## src/hw/rtl/cigar_interval_overlap_counter_defines.svh

```systemverilog
// Assertion macros for the file that checks its own logic.
`ifndef CIGAR_INTERVAL_OVERLAP_COUNTER_DEFINES_SVH
`define CIGAR_INTERVAL_OVERLAP_COUNTER_DEFINES_SVH

// The consequent must hold in the same cycle as the antecedent.
`define CIOC_ASSERT_NOW(label, ante, cons, msg) \
  label: assert property (@(posedge clk) disable iff (rst) (ante) |-> (cons)) \
    else $error(msg);

// The consequent must hold in the cycle after the antecedent.
`define CIOC_ASSERT_NEXT(label, ante, cons, msg) \
  label: assert property (@(posedge clk) disable iff (rst) (ante) |=> (cons)) \
    else $error(msg);

`endif

```

## src/hw/rtl/cioc_pkg.sv

```systemverilog
package cioc_pkg;

  typedef enum logic [1:0] {
    CMD_LOAD  = 2'd0,
    CMD_START = 2'd1,
    CMD_OP    = 2'd2,
    CMD_READ  = 2'd3
  } cmd_t;

  localparam logic [2:0] OP_S = 3'd0;
  localparam logic [2:0] OP_M = 3'd1;
  localparam logic [2:0] OP_N = 3'd2;
  localparam logic [2:0] OP_I = 3'd3;
  localparam logic [2:0] OP_D = 3'd4;

  localparam logic [1:0] STAT_OK        = 2'd0;
  localparam logic [1:0] STAT_BAD_READ  = 2'd1;
  localparam logic [1:0] STAT_FULL      = 2'd2;
  localparam logic [1:0] STAT_BAD_INDEX = 2'd3;

  localparam logic [32:0] POS_LIMIT = 33'h07FFFFFFF;

  // What an alignment operation does to the read.
  typedef enum logic [1:0] {
    OPC_MATCH   = 2'd0,
    OPC_ADVANCE = 2'd1,
    OPC_STAY    = 2'd2,
    OPC_BAD     = 2'd3
  } op_class_t;

  typedef struct packed {
    logic [1:0]  command;
    logic [7:0]  chrom_id;
    logic [30:0] position;
    logic [30:0] end_position;
    logic [2:0]  op_code;
    logic [27:0] op_length;
    logic        last_op;
    logic [7:0]  entry_index;
  } req_t;

  typedef struct packed {
    logic [31:0] count_value;
    logic [1:0]  status;
    logic [8:0]  table_size;
  } rsp_t;

  // Classified request handed from the front to the back.
  typedef struct packed {
    cmd_t        cmd;
    op_class_t   opc;
    logic [7:0]  chrom_id;
    logic [30:0] position;
    logic [30:0] end_position;
    logic [27:0] op_length;
    logic        last_op;
    logic [7:0]  entry_index;
  } job_t;

  typedef struct packed {
    logic [7:0]  chrom;
    logic [30:0] start;
    logic [30:0] stop;
  } interval_t;

  function automatic op_class_t classify_op(logic [2:0] op);
    op_class_t c;
    case (op)
      OP_M:       c = OPC_MATCH;
      OP_N, OP_D: c = OPC_ADVANCE;
      OP_S, OP_I: c = OPC_STAY;
      default:    c = OPC_BAD;
    endcase
    return c;
  endfunction

endpackage

```

## src/hw/rtl/cioc_front.sv

```systemverilog
module cioc_front (
  input  logic          clk,
  input  logic          rst,
  input  logic          push,
  output logic          full,
  input  cioc_pkg::req_t req,
  output logic          job_valid,
  output cioc_pkg::job_t job,
  input  logic          job_take
);
  import cioc_pkg::*;

  localparam int QDEPTH = 2;

  job_t       q [QDEPTH];
  logic       wr_ptr;
  logic       rd_ptr;
  logic [1:0] cnt;
  job_t       job_in;
  logic       do_push;

  always_comb begin
    job_in.cmd          = cmd_t'(req.command);
    job_in.opc          = classify_op(req.op_code);
    job_in.chrom_id     = req.chrom_id;
    job_in.position     = req.position;
    job_in.end_position = req.end_position;
    job_in.op_length    = req.op_length;
    job_in.last_op      = req.last_op;
    job_in.entry_index  = req.entry_index;
  end

  assign full      = (cnt == 2'(QDEPTH));
  assign job_valid = (cnt != 2'd0);
  assign job       = q[rd_ptr];
  assign do_push   = push && !full;

  always_ff @(posedge clk) begin
    if (do_push) begin
      q[wr_ptr] <= job_in;
    end
  end

  always_ff @(posedge clk) begin
    if (rst) begin
      wr_ptr <= 1'b0;
      rd_ptr <= 1'b0;
      cnt    <= 2'd0;
    end else begin
      if (do_push) begin
        wr_ptr <= !wr_ptr;
      end
      if (job_take) begin
        rd_ptr <= !rd_ptr;
      end
      cnt <= cnt + 2'(do_push) - 2'(job_take);
    end
  end

endmodule

```

## config.mk

```make
export PLATFORM = sky130hd
export DESIGN_NAME = cioc_front
export DESIGN_NICKNAME = d
export VERILOG_FILES = /design/src/hw/rtl/cigar_interval_overlap_counter_defines.svh /design/src/hw/rtl/cioc_pkg.sv /design/src/hw/rtl/cioc_front.sv
export SDC_FILE = /design/constraint.sdc
export NUM_CORES = 1
export LEC_CHECK = 0
export ABC_AREA = 1
export BUFFER_PORTS_ARGS = -buffer_cell sky130_fd_sc_hd__buf_2
export CAP_MARGIN = 20
export CORE_ASPECT_RATIO = 1.2
export CORE_MARGIN = 2
export CORE_UTILIZATION = 47
export DETAILED_ROUTE_END_ITERATION = 7
export PLACE_DENSITY = 0.76
export SETUP_SLACK_MARGIN = 0.5
export SYNTH_ARGS = -nofsm -noshare
export SYNTH_HDL_FRONTEND = slang
export SYNTH_SLANG_ARGS = --single-unit
```

## constraint.sdc

```tcl
create_clock -name clk -period 6.5 [get_ports clk]
set_clock_uncertainty 0.2 [all_clocks]
set_input_delay 1.3 -clock clk [delete_from_list [all_inputs] [get_ports clk]]
set_output_delay 1.3 -clock clk [all_outputs]
set_load 0.02 [all_outputs]
```

==> metrics <==
Crit Path Class flop to output port; Routability Congestion between 0.7 and 0.8; Routed WL per cell 18.1 microns; Final #Nets between 700 and 800; largest family of logic cells by synthesized area multiplexers; Area Overhead vs Synth 25.2%; final WL 15600 microns; initial antenna violation count 0; Die ar. approximately 19000 sq um; Int Power roughly 0.0027 W; xor and xnor area share after synthesis 0.00106; placement-stage cell area 9640 sq um; number of global-route vias before repair 4641; CTS max path bufs 3; worst setup path end job[102]; sequential element share of the synthesized area 0.815; I/O pins roughly 230; max-cap viol count 0; fin area 10400 sq um; Worst Max-Slew Pin Slew roughly 1.0 ns; DRC 0; Initial DRC Count ~200; ANT nets after route 0; Die Ht approximately 150 microns; reg2reg start cnt[0]; routed vias/inst 5.02; Root Driver clkbuf_16; slowest CP cell dfxtp_4; Detailed Place HPWL a little over 10000 microns; Slew Limit Fails 0; grt ovf 0; largest net degree at the start of global routing 74; endpoints failing hold 0; period utilisation layout 0.639; max incr delay on CP 0.98 ns; crit end category output port; Syn Nets 503; highest-count cells in the layout ignoring fill and taps buf_2, edfxtp_1, mux2_2; Clock Pin Slew Worst Setup and Hold Paths around 0.060 ns; outcome complete, no violations; TritonCTS clock tree yes; Syn. warnings 0; Syn Std Cell Area between 8000 and 9000 sq um; Post-Syn Instances 385; fmax between 200 and 250 MHz; final setup fails 0; Synth cell types 13; worst slack at placement about 2.8 ns; setup bufs post-CTS 0; layout cells sized above 1 0.588; Initial Util 0.476; Synth Area in Simple Gates 0.00844; Clk pwr share 0.364; row cnt between 50 and 60; mux cell area share after synthesis 0.151; post-synthesis register bit count ~230; die width around 130 microns; most common cell after layout, fill and taps aside buf_2; R2R Setup Slk around 3.8 ns; Core ar. between 15000 and 20000 sq um; maximum VDD drop between 0.2 and 0.25 mV; crit-path max FO 73; post_cts resized 0; CP Launch Type flop; Worst-Skew Late Latency approximately 0.5 ns; Post-Synth Adder-Cell Area 0.00301; Global Route Usage Sum 0.159; Pwr per Cell Area roughly 340 nW/um^2; FILL cells approximately 1300; crit path DAT about 2.7 ns; Slew HR 0.321; IO Port Bufs between 200 and 250; hold buffers post-CTS 0; part of the power in registers 0.502; worst-path cell chain buf_4 -> mux2_2 -> buf_2; Synth Area in Compound Gates 0.00241; first-pass GRT wire length 23500 microns; TritonCTS sink count 227; combinational share of power 0.133; CTS buffer count 23; n_diodes 0; Critical R2R Capture q[0][19]; Hold Path Cell Cnt 2; WP data required 5.00 ns; Synth Area per Inst 21.6 sq um; Lkg Pwr slightly below 4 nW; switching share of total power 0.234; fin crit period between 4 and 5 ns; setup ws final ~2.3 ns; reg2reg path depth 5; RSZ-0062 raised after global routing false; Setup TNS 0 ns; Hold Crit Class flop to flop; Vias 4328; Pre-antenna DRT Iters 4; switching pwr between 0.0008 and 0.0009 W; H-tree levels 1
-- synthesized netlist by cell type --
| cell type | count | area (sq um) |
|---|---|---|
| edfxtp_1 | 222 | 6670 |
| mux2_2 | 111 | 1250 |
| buf_6 | 10 | 113 |
| inv_1 | 10 | 37.5 |
| nand2_1 | 9 | 33.8 |
| nor2_1 | 7 | 26.3 |
| dfxtp_1 | 5 | 100 |
| a21oi_1 | 2 | 10.0 |
| buf_2 | 2 | 10.0 |
| ha_1 | 2 | 25.0 |
| nand3_1 | 2 | 10.0 |
| o21ai_0 | 2 | 10.0 |
| xnor2_1 | 1 | 8.76 |
-- worst min-delay path by stage --
stage / startpoint / slack [ns] / to
4_1_cts: rd_ptr / 0.33 / rd_ptr
2_1_floorplan: rd_ptr / 0.28 / flop
6_report: rd_ptr / 0.34 / rd_ptr
3_5_place_dp: rd_ptr / 0.32 / rd_ptr
5_1_grt: rd_ptr / 0.37 / rd_ptr
3_3_place_gp: rd_ptr / 0.29 / rd_ptr
-- power groups by stage --
stage | registers [W] | clock network [W] | logic [W]
after floorplan | 0.00181 | 0 | 0.000332
after global placement | 0.00182 | 0 | 0.000473
after detailed placement | 0.00183 | 0 | 0.000485
after CTS | 0.00180 | 0.00134 | 0.000487
after global routing | 0.00181 | 0.00139 | 0.000513
final | 0.00180 | 0.00131 | 0.000478
-- stage by stage --
step / hold slack (ns) / instances / power, W / utilization
after floorplan: 0.280 / 385 / 0.00214 / -
after global placement: 0.292 / 825 / 0.00230 / 0.553
after detailed placement: 0.321 / 825 / 0.00232 / 0.553
after CTS: 0.335 / 863 / 0.00363 / 0.596
after global routing: 0.367 / 863 / 0.00372 / 0.596
final: 0.336 / 863 / 0.00358 / 0.596
-- layout make-up --
class	count	area (sq um)	area share
sequential	227	6770	0.652
multi-input combinational	136	1380	0.133
timing repair buffer	232	1170	0.113
clock buffer	30	642	0.0618
tap	220	275	0.0265
clock inverter	8	111	0.0107
inverter	10	40.0	0.00385
-- flip-flops by register name, summed over array words and instances, names as in the netlist, named ones only --
name / count
cnt: 2
q: 222
rd_ptr: 1
wr_ptr: 1
-- cell families after synthesis --
group	count (synthesis)
simple gates	18
flops	227
fa+ha+maj	2
mux	111
compound gates	4
buf+inv	22
xor+xnor	1
-- layer usage --
metal  share of wire  GRT usage  vias to the layer above
met1            0.38      0.184                     2128
met4           0.021     0.0467                        0
met5               0          0                        -
met2            0.52      0.286                      176
met3           0.074     0.0465                       31
li1                -          -                     1993
-- worst max-delay path: cells and delay by family (launching register included) --
| kind | cells | cell delay (ns) |
|---|---|---|
| flops | 1 | 0.98 |
| buf+inv | 2 | 0.73 |
| mux | 1 | 0.42 |
Power figures use the tool's default switching activity.
